**src/pcr_pkg.sv**
```systemverilog
// shared constants and controller-to-datapath command type for the philox generator
package pcr_pkg;

  localparam int unsigned ROUND_COUNT_DEF = 10;

  localparam logic [31:0] MUL_A  = 32'hD2511F53;
  localparam logic [31:0] MUL_B  = 32'hCD9E8D57;
  localparam logic [31:0] WEYL_A = 32'h9E3779B9;
  localparam logic [31:0] WEYL_B = 32'hBB67AE85;

  typedef struct packed {
    logic load;     // take counter and seed into the working block, step the counter
    logic round;    // apply one round and bump the key
    logic publish;  // copy the finished block into the output registers
  } pcr_cmd_t;

endpackage

```
**src/philox_counter_rng.sv**
```systemverilog
// philox 4x32 counter-based generator: top level joining controller and datapath
// a draw accepted in idle is loaded, run through ROUND_COUNT rounds in the shared round unit, then
// published once the output slot is free; out_valid rises with the publish
// a new draw is taken only after the last one is published; a draw-low transaction is taken in idle
// reset: synchronous, clears seed, counter, controller state and the output valid flag
module philox_counter_rng
  import pcr_pkg::*;
#(
  parameter int unsigned ROUND_COUNT = ROUND_COUNT_DEF
) (
  input  logic        clk,
  input  logic        rst,
  input  logic        seed_write,
  input  logic [63:0] seed,
  input  logic        in_valid,
  output logic        in_stall,
  input  logic        draw,
  output logic        out_valid,
  input  logic        out_stall,
  output logic [31:0] word0,
  output logic [31:0] word1,
  output logic [31:0] word2,
  output logic [31:0] word3,
  output logic [23:0] uniform_fraction
);

  pcr_cmd_t cmd;

  pcr_ctrl #(
    .ROUND_COUNT(ROUND_COUNT)
  ) u_ctrl (
    .clk      (clk),
    .rst      (rst),
    .in_valid (in_valid),
    .in_stall (in_stall),
    .draw     (draw),
    .out_valid(out_valid),
    .out_stall(out_stall),
    .cmd      (cmd)
  );

  pcr_datapath u_dp (
    .clk             (clk),
    .rst             (rst),
    .seed_write      (seed_write),
    .seed            (seed),
    .cmd             (cmd),
    .word0           (word0),
    .word1           (word1),
    .word2           (word2),
    .word3           (word3),
    .uniform_fraction(uniform_fraction)
  );

endmodule

```
**src/pcr_ctrl.sv**
```systemverilog
// controller: sequences load, rounds and publish, owns both handshakes
module pcr_ctrl
  import pcr_pkg::*;
#(
  parameter int unsigned ROUND_COUNT = ROUND_COUNT_DEF
) (
  input  logic     clk,
  input  logic     rst,
  input  logic     in_valid,
  output logic     in_stall,
  input  logic     draw,
  output logic     out_valid,
  input  logic     out_stall,
  output pcr_cmd_t cmd
);

  localparam int unsigned RCW = (ROUND_COUNT > 1) ? $clog2(ROUND_COUNT) : 1;
  localparam logic [RCW-1:0] LAST_ROUND = RCW'(ROUND_COUNT - 1);

  typedef enum logic [1:0] {
    ST_IDLE,
    ST_RUN,
    ST_HOLD
  } state_t;

  state_t         state;
  logic [RCW-1:0] round_cnt;
  logic           in_take;
  logic           out_free;

  assign in_stall = (state != ST_IDLE);
  assign in_take  = in_valid && !in_stall;
  // output slot is free if empty or being emptied this cycle
  assign out_free = !out_valid || !out_stall;

  always_comb begin
    cmd.load    = in_take && draw;
    cmd.round   = (state == ST_RUN);
    cmd.publish = (state == ST_HOLD) && out_free;
  end

  always_ff @(posedge clk) begin
    if (rst) begin
      state     <= ST_IDLE;
      round_cnt <= '0;
      out_valid <= 1'b0;
    end else begin
      if (out_valid && !out_stall && !cmd.publish) begin
        out_valid <= 1'b0;
      end
      unique case (state)
        ST_IDLE: begin
          round_cnt <= '0;
          if (in_take && draw) begin
            state <= ST_RUN;
          end
        end
        ST_RUN: begin
          if (round_cnt == LAST_ROUND) begin
            state <= ST_HOLD;
          end else begin
            round_cnt <= round_cnt + 1'b1;
          end
        end
        ST_HOLD: begin
          if (out_free) begin
            out_valid <= 1'b1;
            state     <= ST_IDLE;
          end
        end
        default: begin
          state <= ST_IDLE;
        end
      endcase
    end
  end

endmodule

```
**src/pcr_datapath.sv**
```systemverilog
// datapath: seed and counter registers, round logic, key schedule, output registers
module pcr_datapath
  import pcr_pkg::*;
(
  input  logic        clk,
  input  logic        rst,
  input  logic        seed_write,
  input  logic [63:0] seed,
  input  pcr_cmd_t    cmd,
  output logic [31:0] word0,
  output logic [31:0] word1,
  output logic [31:0] word2,
  output logic [31:0] word3,
  output logic [23:0] uniform_fraction
);

  logic [63:0] key;
  logic [63:0] draw_counter;
  logic [31:0] blk0, blk1, blk2, blk3;
  logic [31:0] k0, k1;
  logic [63:0] prod_a, prod_b;

  assign prod_a = {32'd0, MUL_A} * {32'd0, blk0};
  assign prod_b = {32'd0, MUL_B} * {32'd0, blk2};

  always_ff @(posedge clk) begin
    if (rst) begin
      key          <= '0;
      draw_counter <= '0;
    end else if (seed_write) begin
      key          <= seed;
      draw_counter <= '0;
    end else if (cmd.load) begin
      draw_counter <= draw_counter + 64'd1;
    end
  end

  always_ff @(posedge clk) begin
    if (cmd.load) begin
      blk0 <= draw_counter[31:0];
      blk1 <= draw_counter[63:32];
      blk2 <= '0;
      blk3 <= '0;
      k0   <= key[31:0];
      k1   <= key[63:32];
    end else if (cmd.round) begin
      blk0 <= prod_b[63:32] ^ blk1 ^ k0;
      blk1 <= prod_b[31:0];
      blk2 <= prod_a[63:32] ^ blk3 ^ k1;
      blk3 <= prod_a[31:0];
      // bump after the last round is harmless, the key is reloaded per draw
      k0   <= k0 + WEYL_A;
      k1   <= k1 + WEYL_B;
    end
  end

  always_ff @(posedge clk) begin
    if (cmd.publish) begin
      word0            <= blk0;
      word1            <= blk1;
      word2            <= blk2;
      word3            <= blk3;
      uniform_fraction <= blk0[31:8];
    end
  end

endmodule

```
**config.mk**
```make
export PLATFORM = sky130hd
export DESIGN_NAME = philox_counter_rng
export DESIGN_NICKNAME = d
export VERILOG_FILES = /design/src/pcr_pkg.sv /design/src/philox_counter_rng.sv /design/src/pcr_ctrl.sv /design/src/pcr_datapath.sv
export SDC_FILE = /design/constraint.sdc
export NUM_CORES = 2
export LEC_CHECK = 0
export BUFFER_PORTS_ARGS = -buffer_cell sky130_fd_sc_hd__buf_2
export CORE_MARGIN = 2
export CORE_UTILIZATION = 41
export CTS_BUF_LIST = sky130_fd_sc_hd__clkbuf_8
export CTS_CLUSTER_DIAMETER = 40
export DETAILED_ROUTE_END_ITERATION = 8
export SLEW_MARGIN = 30
export SYNTH_ARGS = -nofsm -noshare
export SYNTH_HDL_FRONTEND = slang
export SYNTH_HIERARCHICAL = 1
export SYNTH_SLANG_ARGS = --single-unit
export TNS_END_PERCENT = 10
```
**constraint.sdc**
```tcl
create_clock -name clk -period 7.95 [get_ports clk]
set_input_delay 0.3975 -clock clk [delete_from_list [all_inputs] [get_ports clk]]
set_output_delay 0.3975 -clock clk [all_outputs]
set_load 0.005 [all_outputs]
```
* Word level (Yosys, flattened, before mapping)
Index checks and enable logic that the tools add are counted.
Word-level totals: flip-flop bits (word level) 479, input port bits 70, output and inout port bits 154, logic and storage cells 67
Cells by class: $add $sub $neg 4, multiply operators 2, equality and inequality tests 7, mux-type cells 17, bitwise logic cells 4, reduce and logical (&&, ||, !) cells 17
Operators by type and width (number):
- two-way mux 32 bit | 8
- multiplier 32 x 32 -> 64 bit, first input constant | 2
- XOR 32 bit | 4
- adder 32 bit, second input constant | 2
- adder 64 x 1 -> 64 bit, second input constant | 1
- case mux 4 bit (2 select lines) | 1
- two-way mux 2 bit | 3
- case mux 2 bit (3 select lines) | 1
- nonzero test 2 bit | 3
- logical AND 1 bit | 5
- adder 4 x 1 -> 4 bit, second input constant | 1
- equality test 4 bit, second input constant | 1
- logical NOT 1 bit | 4
- two-way mux 4 bit | 1
- != test 2 x 1 -> 1 bit, second input constant | 2
- != test 2 bit, second input constant | 2
- two-way mux 1 bit | 3
- AND reduction 3 bit | 1
- equality test 2 x 1 -> 1 bit, second input constant | 1
- equality test 2 bit, second input constant | 1
- logical NOT 2 bit | 1
- AND reduction 2 bit | 1
- OR reduction 2 bit | 1
- logical OR 1 bit | 1

* Logic depth before layout (Yosys ltp)
word-level depth 8, gate-level depth with buffers 27, mapped depth without buffers 26

* Cells and area by module
Netlist, hierarchy kept.
Modules (own cells, without submodules):
- pcr_datapath | instances 1, cells an instance 5387, area an instance 55399.4 um2, sequential area each 11531.1 um2
- pcr_ctrl | instances 1, cells an instance 45, area an instance 366.6 um2, sequential area each 140.1 um2

* Least setup slack after synthesis
No wires, ideal clock.
path type reg-to-reg, start register u_ctrl.state[0], end register u_dp.word0[0], enable pin, library setup time 657 ps, arrival 6837 ps, required time 7293 ps, slack 456 ps, stages on the path, launching flop included 4, path buffers 1, clock period less this slack 7494 ps, cell sequence dfxtp_1 > clkbuf_1 > nand2b_1 > a21oi_1
RTL lines:
- start, declared | RTL line pcr_ctrl.sv:26 | state_t state;
- start signal, assigned | RTL line pcr_ctrl.sv:44 | state <= ST_IDLE;
- start signal, assigned | RTL line pcr_ctrl.sv:55 | state <= ST_RUN;
- start signal, assigned | RTL line pcr_ctrl.sv:60 | state <= ST_HOLD;
- end signal, assigned | RTL line pcr_datapath.sv:59 | word0 <= blk0;
- end, declared | RTL line pcr_datapath.sv:10 | output logic [31:0] word0,

* Final worst setup path
start register u_dp.blk2[30], end register u_dp.blk0[16], data pin
Between the ends: cells in the longest elaborated chain, start to end 5
RTL lines:
- start, declared | RTL line pcr_datapath.sv:19 | logic [31:0] blk0, blk1, blk2, blk3;
- start signal, assigned | RTL line pcr_datapath.sv:49 | blk2 <= prod_a[63:32] ^ blk3 ^ k1;
- multiplier 32 x 32 -> 64 bit | RTL line pcr_datapath.sv:24 | assign prod_b = {32'd0, MUL_B} * {32'd0, blk2};
- XOR 32 bit (2 in a row) | RTL line pcr_datapath.sv:47 | blk0 <= prod_b[63:32] ^ blk1 ^ k0;
- two-way mux 32 bit | RTL line pcr_datapath.sv:46 | end else if (cmd.round) begin
- two-way mux 32 bit | RTL line pcr_datapath.sv:39 | if (cmd.load) begin
- end signal, assigned | RTL line pcr_datapath.sv:40 | blk0 <= draw_counter[31:0];
- end signal, assigned | RTL line pcr_datapath.sv:47
- end, declared | RTL line pcr_datapath.sv:19
No other way between the ends. The select of a mux whose other input is x is not followed. A chain may end at the register's enable or synchronous reset.

==> results.sh <==
export IMPL_status="finished, final reports clean"
export IMPL_grt_overflow=0
export IMPL_syn_avg_cell_area_um2=10.3
export IMPL_synth_yosys_warnings=6
export IMPL_die_width_um=373
export IMPL_cp_buffers_inverters=2
export IMPL_hp_class="in -> reg"
export IMPL_r2r_end="u_dp/blk0[16]"
export IMPL_synth_seq_area_share_pct=20.9
export IMPL_fin_tns_setup_ns=0
export IMPL_first_pass_iters=6
export IMPL_place_port_buffers=223
export IMPL_endpoint="u_dp/blk0[16]"
export IMPL_yosysTopAreaCell="fa_1"
export IMPL_grt_total_usage_pct=27.8
export IMPL_setup_viol=0
export IMPL_cts_buffers=107
export IMPL_slowest_stage="fa_1"
export IMPL_htreeDepth=3
export IMPL_synth_most_common_cell="inv_1"
export IMPL_root_buffer="clkbuf_8"
export IMPL_fin_skew_ns=0.0778
export IMPL_ant_nets=0
export IMPL_cp_num_cells=18
export IMPL_drt_total_wl_um=192000
export IMPL_cp_arrival_ns=8.38
export IMPL_path_class="reg -> reg"
export IMPL_rsz0062_at_grt="yes"
export IMPL_gr_usage_met2_pct=44.9
export IMPL_num_rows=135
export IMPL_clk_pin_slew_ns=0.06
export IMPL_min_period_ns=7.84
export IMPL_slowest_delay_ns=0.64
export IMPL_antenna_found_initial=8
export IMPL_syn_to_final_growth_pct=13.1
export IMPL_clock_sinks=455
export IMPL_worst_skew_pair_late_latency_ns=0.90
export IMPL_synthCells=5432
export IMPL_grt_pass1_vias=42528
export IMPL_cts_tree="built"
export IMPL_critPathLaunch="u_dp/blk2[30]"
export IMPL_drive_above_1_share_pct=11.6
export IMPL_fp_dieH_um=373
export IMPL_finalHoldViolations=0
export IMPL_synth_async_reset_ratio_pct=0
export IMPL_critPathMaxFanout=8
export IMPL_worst_slew_pin_slew_ns=1.02
export IMPL_finalCritPeriodShare_pct=98.6
export IMPL_path_cells="inv_1, ha_1, inv_1, fa_1, fa_1, fa_1, fa_1, fa_1, fa_1, fa_1, ha_1, nand4_1, nor4_1, nand3_1, a21oi_1, o21ai_0, xnor2_1, o21ai_2"
export IMPL_dp_slack_ns=-0.672
export IMPL_grt_met1_usage_pct=37.5
export IMPL_yosys_area_top_type_share_pct=29.0
export IMPL_coreArea_um2=135000
export IMPL_cts_buffer_depth=3
export IMPL_maxCapViolations=0
export IMPL_crit_required_ns=8.49
export IMPL_place_gp_congestion=0.988
export IMPL_use_met3_pct=4.90
export IMPL_slew_headroom_pct=32.2
export IMPL_startpoint_type="flip-flop"
export IMPL_dieArea_um2=139000
export IMPL_synth_distinct_cells=99
export IMPL_r2r_slack_ns=0.11
export IMPL_hold_slack_ns=0.0890
export IMPL_synth_nets=7116
export IMPL_reg2reg_depth=18
export IMPL_utilization_pct=46.6
export IMPL_max_freq_ghz=0.128
export IMPL_grt_busiest_layer="met2"
export IMPL_r2r_start="u_dp/blk2[30]"
export IMPL_grt_pass1_wl_um=283000
export IMPL_final_max_slew_viol_count=0
export IMPL_synth_edff_count=256
export IMPL_setup_ws_ns=0.114
export IMPL_io_pins=224
export IMPL_wl_per_cell_um=24.8
export IMPL_vias=40672
export IMPL_synthTopCellsByArea="fa_1, ha_1, edfxtp_1"
export IMPL_dp_hpwl_um=163000
export IMPL_synth_ff_type="edfxtp_1"
export IMPL_viasPerCell=5.26
export IMPL_synthTopCellsByCount="inv_1, fa_1, ha_1"
export IMPL_grt_max_degree=174
export IMPL_drt_iter0_drc=2964
export IMPL_critical_path_top_delay_family="adder cells"
export IMPL_initial_utilization_pct=41.2
export IMPL_fin_nets=7541
export IMPL_drc_errors=0
export IMPL_synth_seq_cells=455
export IMPL_synthesis_area_um2=55800
export IMPL_setup_worst_path_end_class="flip-flop"
export IMPL_cp_common_cell="fa_1"
-- cell families (layout without fill, tap and decap cells) --
family                     after synthesis  count (layout)  synth area share, %
xor gates and xnor gates               340             340                 5.34
AOI/OAI and AO/OA                      669             669                 7.83
muxes                                  115             115                 2.10
adders and majority gates             1614            1614                 47.1
buffers and inverters                 1422            1942                 9.92
other                                    0               6                    0
and+or+nand+nor                        817             817                 6.78
DFF                                    455             455                 20.9
-- cells in the final DEF (no fill, tap or decap), types with 97 or more instances in the layout --
master,synthesis,layout
fa_1,808,808
xnor2_1,211,209
dfxtp_1,199,188
buf_2,2,222
edfxtp_1,256,256
o21ai_0,183,174
ha_1,806,800
nor2_1,264,263
xor2_1,129,129
nand2_1,259,257
a21oi_1,165,162
buf_4,27,156
inv_1,1284,1292
clkbuf_8,2,119
mux2i_1,97,97
-- per-layer routing --
layer / vias to the layer above / wire length, um
li1: 18293 / -
met1: 20630 / 81400
met2: 1457 / 89100
met3: 290 / 13800
met4: 2 / 7270
met5: - / 11
-- sequential cells by signal (all words and copies together), names as in the netlist --
signal and flops:
u_ctrl/out_valid 1, u_ctrl/round_cnt 4, u_ctrl/state 2, u_dp/blk0 32, u_dp/blk1 32, u_dp/blk2 32, u_dp/blk3 32, u_dp/draw_counter 64
u_dp/k0 32, u_dp/k1 32, u_dp/key 64, u_dp/word0 32, u_dp/word1 32, u_dp/word2 32, u_dp/word3 32
-- worst reg2reg max path, delay by kind of cell, from the launching register on --
kind,cells,cell delay [ns]
adders and majority gates,9,4.60
and+or+nand+nor,3,0.86
xor gates and xnor gates,1,0.38
buffers and inverters,2,0.30
DFF,1,0.53
AOI/OAI and AO/OA,3,0.82
-- how the worst min path moves through the flow --
stage                   from        endpoint  slack, ns  cells after the start
6_report          seed_write    u_dp/key[47]       0.09                      3
5_1_grt           seed_write    u_dp/key[52]       0.09                      3
4_1_cts           seed_write    u_dp/key[47]       0.02                      3
3_5_place_dp    u_dp/blk1[2]   u_dp/word1[2]       0.47                      0
3_3_place_gp   u_dp/blk1[24]  u_dp/word1[24]       0.45                      0
2_1_floorplan   u_dp/blk3[8]   u_dp/word3[8]       0.45                      0
-- layout make-up --
class                      count  area [um2]
antenna                        6        15.0
clock buffer                 119        1640
clock inverter                85         906
fill                       12804       72200
inverter                    1284        4830
multi-input combinational   3555       38700
sequential                   455       11700
tap                         1781        2230
timing repair buffer         454        3110
-- per-stage QoR --
step / instances / instance area [um2]
global route: 7734 / 63100
global placement: 7455 / 59600
detailed placement: 7455 / 59600
finish: 7739 / 63100
CTS: 7726 / 62900
floorplan: 5432 / 55800
-- what timing repair did --
item                                    in CTS  in global routing
buffers inserted                             0                  5
hold buffers                                67                  1
pin swaps                                    0                  2
endpoints found under the setup margin      19                 37
hold endpoints to repair                    72                  5
gates resized for setup                     11                 27
Power is not shown: default switching activity piles up to over one toggle a cycle in this logic, so the estimate is an artifact.
